==> config.mk <==
export PLATFORM = sky130hd
export DESIGN_NAME = fifo_with_keyed_withdraw_core
export DESIGN_NICKNAME = d
export VERILOG_FILES = /design/src/rtl/core/fkw_pkg.sv /design/src/rtl/core/fifo_with_keyed_withdraw_core.sv /design/src/rtl/core/fkw_ctrl.sv /design/src/rtl/core/fkw_datapath.sv
export SDC_FILE = /design/constraint.sdc
export NUM_CORES = 1
export LEC_CHECK = 0
export BUFFER_PORTS_ARGS = -buffer_cell sky130_fd_sc_hd__buf_2
export CAP_MARGIN = 20
export CORE_UTILIZATION = 55
export DETAILED_ROUTE_END_ITERATION = 7
export HOLD_SLACK_MARGIN = 0.08
export PLACE_DENSITY_LB_ADDON = 0.1
export SLEW_MARGIN = 40
export SYNTH_ARGS = -nofsm -noshare
export SYNTH_HDL_FRONTEND = slang
export SYNTH_SLANG_ARGS = --single-unit
==> constraint.sdc <==
create_clock -name clock -period 10.95 [get_ports clock]
set_input_delay 2.7375 -clock clock [delete_from_list [all_inputs] [get_ports clock]]
set_output_delay 2.7375 -clock clock [all_outputs]
set_load 0.1 [all_outputs]
==> src/rtl/core/fkw_pkg.sv <==
// Shared types and codes for the keyed-withdraw queue.
package fkw_pkg;

   typedef enum logic [1:0] {
      ACT_PUSH     = 2'd0,
      ACT_POP      = 2'd1,
      ACT_WITHDRAW = 2'd2,
      ACT_NOP      = 2'd3
   } action_type;

   typedef enum logic [1:0] {
      ST_DONE     = 2'd0,
      ST_EMPTY    = 2'd1,
      ST_FULL     = 2'd2,
      ST_NOTFOUND = 2'd3
   } status_type;

   typedef struct packed {
      logic       capture;
      logic       push;
      logic       start_scan;
      logic       advance;
      logic       hit;
      logic       shift;
      logic       pop;
      logic       drop;
      logic       respond;
      status_type status;
   } cmd_type;

   typedef struct packed {
      action_type action;
      logic       empty;
      logic       full;
      logic       match;
      logic       last;
   } stat_type;

endpackage

==> src/rtl/core/fifo_with_keyed_withdraw_core.sv <==
// Top level of the ordered identifier queue with push, pop and keyed withdraw.
//
// Ordered queue of up to DEPTH identifiers kept in a circular single-port-write
// store with a registered read. Raise start with an action while busy is low;
// the transaction is taken at that edge and exactly one result follows, shown
// for one cycle with rsp_valid high, which the receiver must take as it comes.
// A push, full, empty or no-op passes through the decode state only, and a pop
// through decode and a pop-wait state; a withdraw reads the store one entry per
// cycle from the front until it finds the key, then moves each later entry
// forward one per cycle. The result appears in the first cycle with busy low,
// and a new transaction may be accepted at the edge that ends that cycle.
module fifo_with_keyed_withdraw_core #(
   parameter int DEPTH   = 16,
   parameter int ID_BITS = 32
) (
   input  logic                       clock,
   input  logic                       reset,
   input  logic                       start,
   output logic                       busy,
   input  logic [1:0]                 req_action,
   input  logic [ID_BITS-1:0]         req_person_id,
   output logic                       rsp_valid,
   output logic [1:0]                 rsp_status,
   output logic [ID_BITS-1:0]         rsp_removed_id,
   output logic [$clog2(DEPTH+1)-1:0] rsp_occupancy
);
   import fkw_pkg::*;

   localparam int CNT_W = $clog2(DEPTH + 1);

   cmd_type  cmd;
   stat_type stat;

   fkw_ctrl u_ctrl (
      .clock (clock),
      .reset (reset),
      .start (start),
      .busy  (busy),
      .stat  (stat),
      .cmd   (cmd)
   );

   fkw_datapath #(
      .DEPTH   (DEPTH),
      .ID_BITS (ID_BITS)
   ) u_datapath (
      .clock          (clock),
      .reset          (reset),
      .req_action     (req_action),
      .req_person_id  (req_person_id),
      .cmd            (cmd),
      .stat           (stat),
      .rsp_valid      (rsp_valid),
      .rsp_status     (rsp_status),
      .rsp_removed_id (rsp_removed_id),
      .rsp_occupancy  (rsp_occupancy)
   );

   a_accept_busy: assert property (@(posedge clock) disable iff (reset)
      (start && !busy) |=> busy)
      else $error("accepted transaction did not make the block busy");

   a_rsp_after_work: assert property (@(posedge clock) disable iff (reset)
      rsp_valid |-> $past(busy))
      else $error("result without a transaction in progress");

   a_occ_bound: assert property (@(posedge clock) disable iff (reset)
      rsp_valid |-> (rsp_occupancy <= CNT_W'(DEPTH)))
      else $error("occupancy exceeds depth");

   a_full_occ: assert property (@(posedge clock) disable iff (reset)
      (rsp_valid && rsp_status == ST_FULL) |-> (rsp_occupancy == CNT_W'(DEPTH)))
      else $error("full reported below depth");

   a_removed_zero: assert property (@(posedge clock) disable iff (reset)
      (rsp_valid && rsp_status != ST_DONE) |-> (rsp_removed_id == '0))
      else $error("removed identifier on a failed transaction");

endmodule

==> src/rtl/core/fkw_ctrl.sv <==
// Sequencing state machine for the keyed-withdraw queue.
module fkw_ctrl (
   input  logic            clock,
   input  logic            reset,
   input  logic            start,
   output logic            busy,
   input  fkw_pkg::stat_type stat,
   output fkw_pkg::cmd_type  cmd
);
   import fkw_pkg::*;

   typedef enum logic [4:0] {
      S_IDLE     = 5'b00001,
      S_DECODE   = 5'b00010,
      S_POP_WAIT = 5'b00100,
      S_SCAN     = 5'b01000,
      S_SHIFT    = 5'b10000
   } state_type;

   state_type state_ff, state_in;

   always_ff @(posedge clock) begin
      if (reset) begin
         state_ff <= S_IDLE;
      end else begin
         state_ff <= state_in;
      end
   end

   assign busy = (state_ff != S_IDLE);

   always_comb begin
      state_in = state_ff;
      cmd      = '0;
      cmd.status = ST_DONE;
      unique case (state_ff)
         S_IDLE: begin
            if (start) begin
               cmd.capture = 1'b1;
               state_in    = S_DECODE;
            end
         end
         S_DECODE: begin
            unique case (stat.action)
               ACT_PUSH: begin
                  cmd.respond = 1'b1;
                  state_in    = S_IDLE;
                  if (stat.full) begin
                     cmd.status = ST_FULL;
                  end else begin
                     cmd.push = 1'b1;
                  end
               end
               ACT_POP: begin
                  if (stat.empty) begin
                     cmd.respond = 1'b1;
                     cmd.status  = ST_EMPTY;
                     state_in    = S_IDLE;
                  end else begin
                     cmd.start_scan = 1'b1;
                     state_in       = S_POP_WAIT;
                  end
               end
               ACT_WITHDRAW: begin
                  if (stat.empty) begin
                     cmd.respond = 1'b1;
                     cmd.status  = ST_EMPTY;
                     state_in    = S_IDLE;
                  end else begin
                     cmd.start_scan = 1'b1;
                     state_in       = S_SCAN;
                  end
               end
               ACT_NOP: begin
                  cmd.respond = 1'b1;
                  state_in    = S_IDLE;
               end
               default: begin
                  cmd.respond = 1'b1;
                  state_in    = S_IDLE;
               end
            endcase
         end
         S_POP_WAIT: begin
            cmd.pop     = 1'b1;
            cmd.respond = 1'b1;
            state_in    = S_IDLE;
         end
         S_SCAN: begin
            priority if (stat.match) begin
               cmd.hit  = 1'b1;
               state_in = S_SHIFT;
            end else if (stat.last) begin
               cmd.respond = 1'b1;
               cmd.status  = ST_NOTFOUND;
               state_in    = S_IDLE;
            end else begin
               cmd.advance = 1'b1;
            end
         end
         S_SHIFT: begin
            if (stat.last) begin
               cmd.drop    = 1'b1;
               cmd.respond = 1'b1;
               state_in    = S_IDLE;
            end else begin
               cmd.shift = 1'b1;
            end
         end
         default: begin
            state_in = S_IDLE;
         end
      endcase
   end

endmodule

==> src/rtl/core/fkw_datapath.sv <==
// Entry store, pointers, scan offset and result registers of the queue.
module fkw_datapath #(
   parameter int DEPTH   = 16,
   parameter int ID_BITS = 32
) (
   input  logic                         clock,
   input  logic                         reset,
   input  logic [1:0]                   req_action,
   input  logic [ID_BITS-1:0]           req_person_id,
   input  fkw_pkg::cmd_type             cmd,
   output fkw_pkg::stat_type            stat,
   output logic                         rsp_valid,
   output logic [1:0]                   rsp_status,
   output logic [ID_BITS-1:0]           rsp_removed_id,
   output logic [$clog2(DEPTH+1)-1:0]   rsp_occupancy
);
   import fkw_pkg::*;

   localparam int CNT_W = $clog2(DEPTH + 1);
   localparam int IDX_W = $clog2(DEPTH);

   logic [ID_BITS-1:0] entries_ff [DEPTH];
   logic [ID_BITS-1:0] rd_data_ff;

   action_type         action_ff, action_in;
   logic [ID_BITS-1:0] id_ff, id_in;
   logic [ID_BITS-1:0] removed_ff, removed_in;
   logic [CNT_W-1:0]   count_ff, count_in;
   logic [IDX_W-1:0]   head_ff, head_in;
   logic [CNT_W-1:0]   off_ff, off_in;

   logic               rsp_valid_ff, rsp_valid_in;
   status_type         rsp_status_ff, rsp_status_in;
   logic [ID_BITS-1:0] rsp_removed_ff, rsp_removed_in;
   logic [CNT_W-1:0]   rsp_occ_ff, rsp_occ_in;

   logic [CNT_W:0]     rd_off;
   logic [IDX_W-1:0]   rd_addr;
   logic [IDX_W-1:0]   wr_addr;
   logic [ID_BITS-1:0] wr_data;
   logic               wr_en;

   function automatic logic [IDX_W-1:0] phys(input logic [IDX_W-1:0] head,
                                             input logic [CNT_W:0] off);
      logic [CNT_W+1:0] s;
      s = (CNT_W+2)'(head) + (CNT_W+2)'(off);
      if (s >= (CNT_W+2)'(DEPTH)) begin
         s = s - (CNT_W+2)'(DEPTH);
      end
      if (s >= (CNT_W+2)'(DEPTH)) begin
         s = '0;
      end
      return s[IDX_W-1:0];
   endfunction

   always_comb begin
      priority if (cmd.start_scan) begin
         rd_off = '0;
      end else if (cmd.shift) begin
         rd_off = (CNT_W+1)'(off_ff) + (CNT_W+1)'(2);
      end else begin
         rd_off = (CNT_W+1)'(off_ff) + (CNT_W+1)'(1);
      end
      rd_addr = phys(head_ff, rd_off);
      wr_en   = cmd.push | cmd.shift;
      wr_addr = cmd.push ? phys(head_ff, (CNT_W+1)'(count_ff))
                         : phys(head_ff, (CNT_W+1)'(off_ff));
      wr_data = cmd.push ? id_ff : rd_data_ff;
   end

   always_ff @(posedge clock) begin
      if (wr_en) begin
         entries_ff[wr_addr] <= wr_data;
      end
      rd_data_ff <= entries_ff[rd_addr];
   end

   always_comb begin
      action_in  = action_ff;
      id_in      = id_ff;
      removed_in = removed_ff;
      count_in   = count_ff;
      head_in    = head_ff;
      off_in     = off_ff;
      if (cmd.capture) begin
         action_in  = action_type'(req_action);
         id_in      = req_person_id;
         removed_in = '0;
      end
      if (cmd.start_scan) begin
         off_in = '0;
      end
      if (cmd.advance || cmd.shift) begin
         off_in = off_ff + CNT_W'(1);
      end
      if (cmd.hit) begin
         removed_in = rd_data_ff;
      end
      if (cmd.push) begin
         count_in = count_ff + CNT_W'(1);
      end
      if (cmd.pop || cmd.drop) begin
         count_in = count_ff - CNT_W'(1);
      end
      if (cmd.pop) begin
         head_in = (head_ff == IDX_W'(DEPTH - 1)) ? '0 : head_ff + IDX_W'(1);
      end
      rsp_valid_in   = cmd.respond;
      rsp_status_in  = cmd.status;
      rsp_removed_in = cmd.pop ? rd_data_ff : removed_ff;
      rsp_occ_in     = count_in;
   end

   always_ff @(posedge clock) begin
      if (reset) begin
         count_ff     <= '0;
         head_ff      <= '0;
         off_ff       <= '0;
         action_ff    <= ACT_NOP;
         rsp_valid_ff <= 1'b0;
      end else begin
         count_ff     <= count_in;
         head_ff      <= head_in;
         off_ff       <= off_in;
         action_ff    <= action_in;
         rsp_valid_ff <= rsp_valid_in;
      end
   end

   always_ff @(posedge clock) begin
      id_ff          <= id_in;
      removed_ff     <= removed_in;
      rsp_status_ff  <= rsp_status_in;
      rsp_removed_ff <= rsp_removed_in;
      rsp_occ_ff     <= rsp_occ_in;
   end

   always_comb begin
      stat.action = action_ff;
      stat.empty  = (count_ff == '0);
      stat.full   = (count_ff == CNT_W'(DEPTH));
      stat.match  = (rd_data_ff == id_ff);
      stat.last   = ((off_ff + CNT_W'(1)) == count_ff);
   end

   assign rsp_valid      = rsp_valid_ff;
   assign rsp_status     = rsp_status_ff;
   assign rsp_removed_id = rsp_removed_ff;
   assign rsp_occupancy  = rsp_occ_ff;

endmodule
== Yosys cells after proc, flatten, opt, wreduce, memory -nomap -nowiden ==
Memories as Yosys holds them, arrays and structs flattened. A register that Yosys moved wholly into a read port is not among the register bits.
Cells that the tools add are included.

* Register bits: 125
* RAM bits: 512
* Input bits: 37
* Output and inout port bits: 41
* Word-level logic and storage cells: 103
* Memories: 1

* $add $sub $neg: 12
* $lt $le $gt $ge: 6
* Equal/unequal tests: 14
* Multiplexer cells: 50
* Bitwise gates (word level): 1
* Reductions and logical operators: 8

{| class="wikitable"
|+ Memories
! memory !! words !! width !! rd ports !! clocked after memory_dff !! wr ports !! RTL line !! RTL
|-
| u_datapath.entries_ff || 16 || 32 || 1 || 1 || 1 || fkw_datapath.sv:22 || <nowiki>logic [ID_BITS-1:0] entries_ff [DEPTH];</nowiki>
|}

{| class="wikitable"
|+ Operators by type and width
! cell !! count
|-
| $mux W32 || 4
|-
| $ge A7 B5 Y1 const B || 6
|-
| $mux W5 || 7
|-
| $eq A32 B32 Y1 || 1
|-
| $mux W4 || 6
|-
| $mux W7 || 3
|-
| $sub A7 B5 Y7 const B || 3
|-
| $pmux W5 S4 || 1
|-
| $pmux W5 S3 || 1
|-
| $mux W1 || 14
|-
| $add A4 B5 Y6 || 2
|-
| $mux W3 || 4
|-
| $mux W6 || 2
|-
| $add A5 B1 Y5 const B || 2
|-
| $eq A5 B5 Y1 const B || 2
|-
| $mux W2 || 4
|-
| $pmux W2 S2 || 2
|-
| $add A4 B6 Y7 || 1
|-
| $add A5 B1 Y6 const B || 1
|-
| $add A5 B2 Y6 const B || 1
|-
| $eq A5 B1 Y1 const B || 1
|-
| $eq A5 B2 Y1 const B || 1
|-
| $eq A5 B3 Y1 const B || 1
|-
| $eq A5 B4 Y1 const B || 1
|-
| 16 further kinds || 20
|}

== Logic depth before layout (Yosys ltp) ==
* Word-level depth: 11
* Gate-level depth with buffers: 25

== Hierarchy ==
Synthesis repeated with hierarchy kept, for this count alone.

* Cell total of the unflattened synthesis: 1,595
* Area total of the unflattened synthesis: 26,530.4 um^2

{| class="wikitable"
|+ By module, submodules not included
! module !! times used !! cells an instance !! area each (um^2) !! sequential area each (um^2)
|-
| fkw_datapath || 1 || 1,538 || 26,096.3 || 19,058.3
|-
| fkw_ctrl || 1 || 57 || 434.2 || 100.1
|}

== Worst setup path before layout ==
No wires, ideal clock.

* Path type: register to register
* Start point: register u_ctrl.state_ff[4]
* End point: memory u_datapath.entries_ff[13][0] (enable)
* Library setup time: 0.468 ns
* Data arrival time: 4.523 ns
* Data required time: 10.482 ns
* Slack: 5.959 ns
* Cell stages (with the launch flop): 10
* Clock period less this slack: 4.991 ns
* Path through: dfxtp_1 -> clkbuf_1 -> nor4_1 -> and2_1 -> buf_2 -> nand3_1 -> a21o_1 -> o21ai_0 -> and2_1 -> nor3b_1

* Cells in the longest elaborated chain, start to end: 5
* Elaborated cells between the ends (all ways): 8
* Those cells by class: eq/ne (2); mux (5); bitwise (1)

{| class="wikitable"
|+ RTL lines
! what !! RTL line !! RTL
|-
| from (decl) || fkw_ctrl.sv:20 || <nowiki>state_type state_ff, state_in;</nowiki>
|-
| from (signal assigned) || fkw_ctrl.sv:26 || <nowiki>state_ff <= state_in;</nowiki>
|-
| $eq A5 B2 Y1 / $eq A5 B5 Y1 (equally long branches) || fkw_ctrl.sv:36 || <nowiki>unique case (state_ff)</nowiki>
|-
| $mux W2 / $mux W1 (equally long branches) || fkw_ctrl.sv:36 ||
|-
| $or A1 B1 Y1 || fkw_datapath.sv:65 || <nowiki>wr_en = cmd.push | cmd.shift;</nowiki>
|-
| $mux W1 || fkw_datapath.sv:72 || <nowiki>if (wr_en) begin</nowiki>
|-
| $mux W1 (not written as such) || fkw_datapath.sv:73 || <nowiki>entries_ff[wr_addr] <= wr_data;</nowiki>
|-
| to (decl) || fkw_datapath.sv:22 ||
|}

Parallel ways exist; a longest one is shown, timed or not.

== Worst setup path in the final report ==
* Start point: register u_datapath.off_ff[0]
* End point: register u_datapath.rd_data_ff[24] (read register of u_datapath.entries_ff)

* Cells in the longest elaborated chain, start to end: 11
* Elaborated cells between the ends (all ways): 14
* Those cells by class: add/sub (5); order compare (2); eq/ne (1); mux (6)

{| class="wikitable"
|+ RTL lines
! what !! RTL line !! RTL
|-
| from (decl) || fkw_datapath.sv:30 || <nowiki>logic [CNT_W-1:0] off_ff, off_in;</nowiki>
|-
| from (signal assigned) || fkw_datapath.sv:124 || <nowiki>off_ff <= off_in;</nowiki>
|-
| $add A5 B1 Y5 || fkw_datapath.sv:143 || <nowiki>stat.last = ((off_ff + CNT_W'(1)) == count_ff);</nowiki>
|-
| $eq A5 B5 Y1 || fkw_datapath.sv:143 ||
|-
| $mux W1 || fkw_ctrl.sv:102 || <nowiki>if (stat.last) begin</nowiki>
|-
| $mux W1 || fkw_ctrl.sv:36 ||
|-
| $mux W6 * || fkw_datapath.sv:59 || <nowiki>end else if (cmd.shift) begin</nowiki>
|-
| $mux W6 * || fkw_datapath.sv:57 || <nowiki>priority if (cmd.start_scan) begin</nowiki>
|-
| $add A4 B6 Y7 * || fkw_datapath.sv:46 || <nowiki>s = (CNT_W+2)'(head) + (CNT_W+2)'(off);</nowiki>
|-
| $sub A7 B5 Y7 / $ge A7 B5 Y1 (equally long branches) || fkw_datapath.sv:48, fkw_datapath.sv:47 ||
|-
| $mux W7 * || fkw_datapath.sv:47 || <nowiki>if (s >= (CNT_W+2)'(DEPTH)) begin</nowiki>
|-
| $ge A7 B5 Y1 || fkw_datapath.sv:50 || <nowiki>if (s >= (CNT_W+2)'(DEPTH)) begin</nowiki>
|-
| $mux W4 * || fkw_datapath.sv:50 ||
|-
| to (decl) || fkw_datapath.sv:23 || <nowiki>logic [ID_BITS-1:0] rd_data_ff;</nowiki>
|}

Mark *: on every way between the ends. The rest lies on a longest branch, timed or not.
A chain may end at the register's enable or synchronous reset.

==> qor.csv <==
stage;metric;value;unit
outcome;outcome;finished, final reports clean;
final_layout;Layout Nets;1967;
power;Clk network pwr share;44.9;%
die;row cnt;81;
sta;RSZ-0062 raised after global routing;false;
synth;Synth Cell Area;0.0272;sq mm
sta;Fin. Hold Viols;0;
route;DRT Pass-1 Iters;6;
sta;Final setup viols;0;
setup_path;Worst setup SP type;register;
sta;Tmin final;6.49;ns
power;Internal Power;0.00417;W
clocking;buffer levels on the longest clock path;3;
power;Tot Pwr;0.00523;W
grt;GRT overflow;0;
clocking;hold buffers post-CTS;0;
grt;initial antenna violation count;0;
setup_path;Worst Path Required;11.45;ns
synth;#FFs+latches synth;669;
synth;Mapped Avg Cell Area;14.9;sq um
grt;vias in the first global route;15800;
placement;HPWL Detailed;35900;microns
clocking;H-tree levels;3;
clocking;Clk pin slew, worst setup/hold paths;0.06;ns
sta;worst-margin pin slew;0.829;ns
power;Power Density;170;mW/mm^2
route;wire per inst;25.1;microns
final_layout;Design Area, Final;0.0308;sq mm
synth;post-synth cell types;64;
clocking;TritonCTS buffer count;70;
synth;Primary FF master, synth;edfxtp_1;
power;Sw Pwr;0.00106;W
synth;sequential-to-total area share from yosys stat;70.5;%
final_layout;most common cell after layout, fill and taps aside;edfxtp_1;
final_layout;area grow syn2layout;13.2;%
sta;setup_tns;0;ns
power;Sequential Power Share;53.0;%
setup_path;Worst R2R Start;u_datapath.off_ff[0];
setup_path;FF-to-FF End;u_datapath.rd_data_ff[24];
flow_run;maxcap violations;0;
setup_path;Register-to-Register Path Depth;24;
synth;post-synth net total;1886;
sta;Min Hold Slack;0.445;ns
die;DIE AREA;0.0503;sq mm
clocking;Num Clock Sinks;669;
die;Die Span Y;224;microns
setup_path;R2R Setup Slk;4.46;ns
grt;first-pass GRT wire length;97900;microns
grt;All-Layer GR Usage;26.6;%
sta;maximum clock rate;0.154;GHz
power;Pleak;11.0;nW
setup_path;Max Fanout on Critical Path;35;
clocking;CTS Root Cell;clkbuf_16;
die;die width;224;microns
synth;Post-Synthesis Cells;1822;
power;VDD IR max;0.000147;V
clocking;CTS tree;done;
sta;Clock Skew;0.0227;ns
setup_path;Worst Setup Path Type;reg2reg;
die;# IOs;78;
setup_path;CP Capture Point;u_datapath.rd_data_ff[24];
synth;asr flop ratio synth;0;%
route;Via Count;15900;
die;core area;0.0488;sq mm
power;switch share;20.3;%
clocking;postcts setup bufs;0;
placement;Area after DPL;0.0285;sq mm
clocking;Skew-Pair Late Insertion Delay;0.61;ns
sta;Slew headroom;44.7;%
final_layout;share of cells above drive strength 1;20.8;%
synth;Synth warnings;0;
clocking;post-CTS sizing;0;
route;drt total wl;65800;microns
power;Comb power frac;2.1;%
die;initial core utilization;55.6;%
worst_hold_path;Hold Path Class;reg2reg;
synth;EDFF count, synth;576;
setup_path;Critical Path Start;u_datapath.off_ff[0];
sta;Final period util;59.3;%
setup_path;crit path DAT;6.99;ns
placement;GP Congestion;0.853;
sta;Slew Limit Fails;0;
route;Final ANT Viol Nets;0;
route;DRC Markers;0;
route;DRT iter0 DRCs;1507;
route;DR vias/cell;6.07;
setup_path;nature of the critical path endpoint;register;
placement;Port Buf Inserts;77;
final_layout;commonest non-fill, non-tap cells in the layout;576 x edfxtp_1, 216 x nand2_1, 109 x a22oi_1;
grt;largest net degree at the start of global routing;66;
[cells in the mapped netlist (12+ instances only)]
master | count | area share, %
o21ai_1 | 15 | 0.28
nand3_1 | 12 | 0.22
a22oi_1 | 109 | 3.0
edfxtp_1 | 576 | 64
xnor2_1 | 49 | 1.6
inv_1 | 20 | 0.28
mux2i_1 | 33 | 1.2
a21oi_1 | 52 | 0.96
and2_1 | 36 | 0.83
nor2_1 | 108 | 1.5
mux2_2 | 98 | 4.1
dfxtp_1 | 93 | 6.9
a221o_1 | 32 | 1.2
a22oi_2 | 20 | 0.92
nand2b_1 | 36 | 0.83
ha_1 | 24 | 1.1
o21ai_0 | 28 | 0.52
mux4_2 | 32 | 2.7
clkbuf_1 | 78 | 1.1
nand2_1 | 216 | 3.0
o22ai_1 | 34 | 0.78
[how the worst min path moves through the flow]
stage                              start                             to  depth (start not counted)  slack (ns)
2_1_floorplan   u_datapath.removed_ff[0]   u_datapath.rsp_removed_id[0]                          2        0.42
3_3_place_gp    u_datapath.removed_ff[4]   u_datapath.rsp_removed_id[4]                          2        0.42
3_5_place_dp   u_datapath.removed_ff[30]  u_datapath.rsp_removed_id[30]                          2        0.43
4_1_cts         u_datapath.removed_ff[1]   u_datapath.rsp_removed_id[1]                          2        0.44
5_1_grt        u_datapath.removed_ff[28]  u_datapath.rsp_removed_id[28]                          2        0.46
6_report       u_datapath.removed_ff[26]  u_datapath.rsp_removed_id[26]                          2        0.45
[metal layers]
metal	part of all wire, %	track usage (%)	wire [microns]
met5	0	0	0
met4	2.7	8.56	1800
met3	6.1	3.97	4020
met2	48	43.5	31500
met1	43	37.0	28400
[critical path, stage by stage (launching register included)]
cell	delay (ns)
dfxtp_1	0.57
ha_1	0.30
xnor2_1	0.17
xor2_1	0.27
a41oi_2	0.33
xor2_1	0.23
nor2_1	0.19
ha_4	0.15
inv_1	0.05
fa_4	0.53
inv_1	0.08
a21oi_1	0.05
o21bai_1	0.49
xnor2_1	0.23
inv_1	0.10
ha_1	0.21
nor2_1	0.11
nand4_1	0.14
nor3b_1	0.27
o221a_2	0.23
a211o_1	0.22
o32a_4	0.52
buf_4	0.52
o21ai_0	0.19
o22ai_1	0.19
[kinds of logic after synthesis]
logic type      count (synthesis)  synth area share [%]
simple gates                  461                  7.71
compound gates                320                  8.67
buf+inv                       122                  1.86
xor+xnor                       60                  2.01
fa+ha+maj                      27                  1.33
flops                         669                  70.5
mux                           163                  7.93
[per-stage QoR]
step                      worst slack [ns]  instances  utilization (%)
final                                 4.46       2624             63.0
after global routing                  3.99       2623             63.0
after CTS                             4.21       2623             62.9
after detailed placement              4.27       2495             58.2
after global placement                4.62       2494             58.2
after floorplan                       5.96       1822                -
[sequential cells by signal (all words and copies together) (netlist names), 4 cells and up]
| register | count |
|---|---|
| u_datapath.entries_ff | 512 |
| u_datapath.id_ff | 32 |
| u_datapath.rd_data_ff | 32 |
| u_datapath.removed_ff | 32 |
| u_datapath.rsp_removed_id | 32 |
| u_ctrl.state_ff | 5 |
| u_datapath.count_ff | 5 |
| u_datapath.off_ff | 5 |
| u_datapath.rsp_occupancy | 5 |
| u_datapath.head_ff | 4 |
[power groups by stage]
| stage | Combinational (W) | Sequential (W) | Clock, W |
|---|---|---|---|
| floorplan | 0.0000317 | 0.00287 | 0 |
| global placement | 0.000110 | 0.00283 | 0 |
| detailed placement | 0.000111 | 0.00283 | 0 |
| CTS | 0.000112 | 0.00277 | 0.00239 |
| global route | 0.000116 | 0.00277 | 0.00247 |
| finish | 0.000111 | 0.00277 | 0.00235 |
[final cells by class]
class                           instances  area [sq um]
Antenna cell                            1          2.50
Clock buffer                           97          1940
Clock inverter                         31           337
Fill cell                            3625         18100
Inverter                               20          77.6
Multi-Input combinational cell       1031          7760
Sequential cell                       669         19200
Tap cell                              664           831
Timing Repair Buffer                  111           646
No activity file was read; power rests on OpenSTA's default activity.
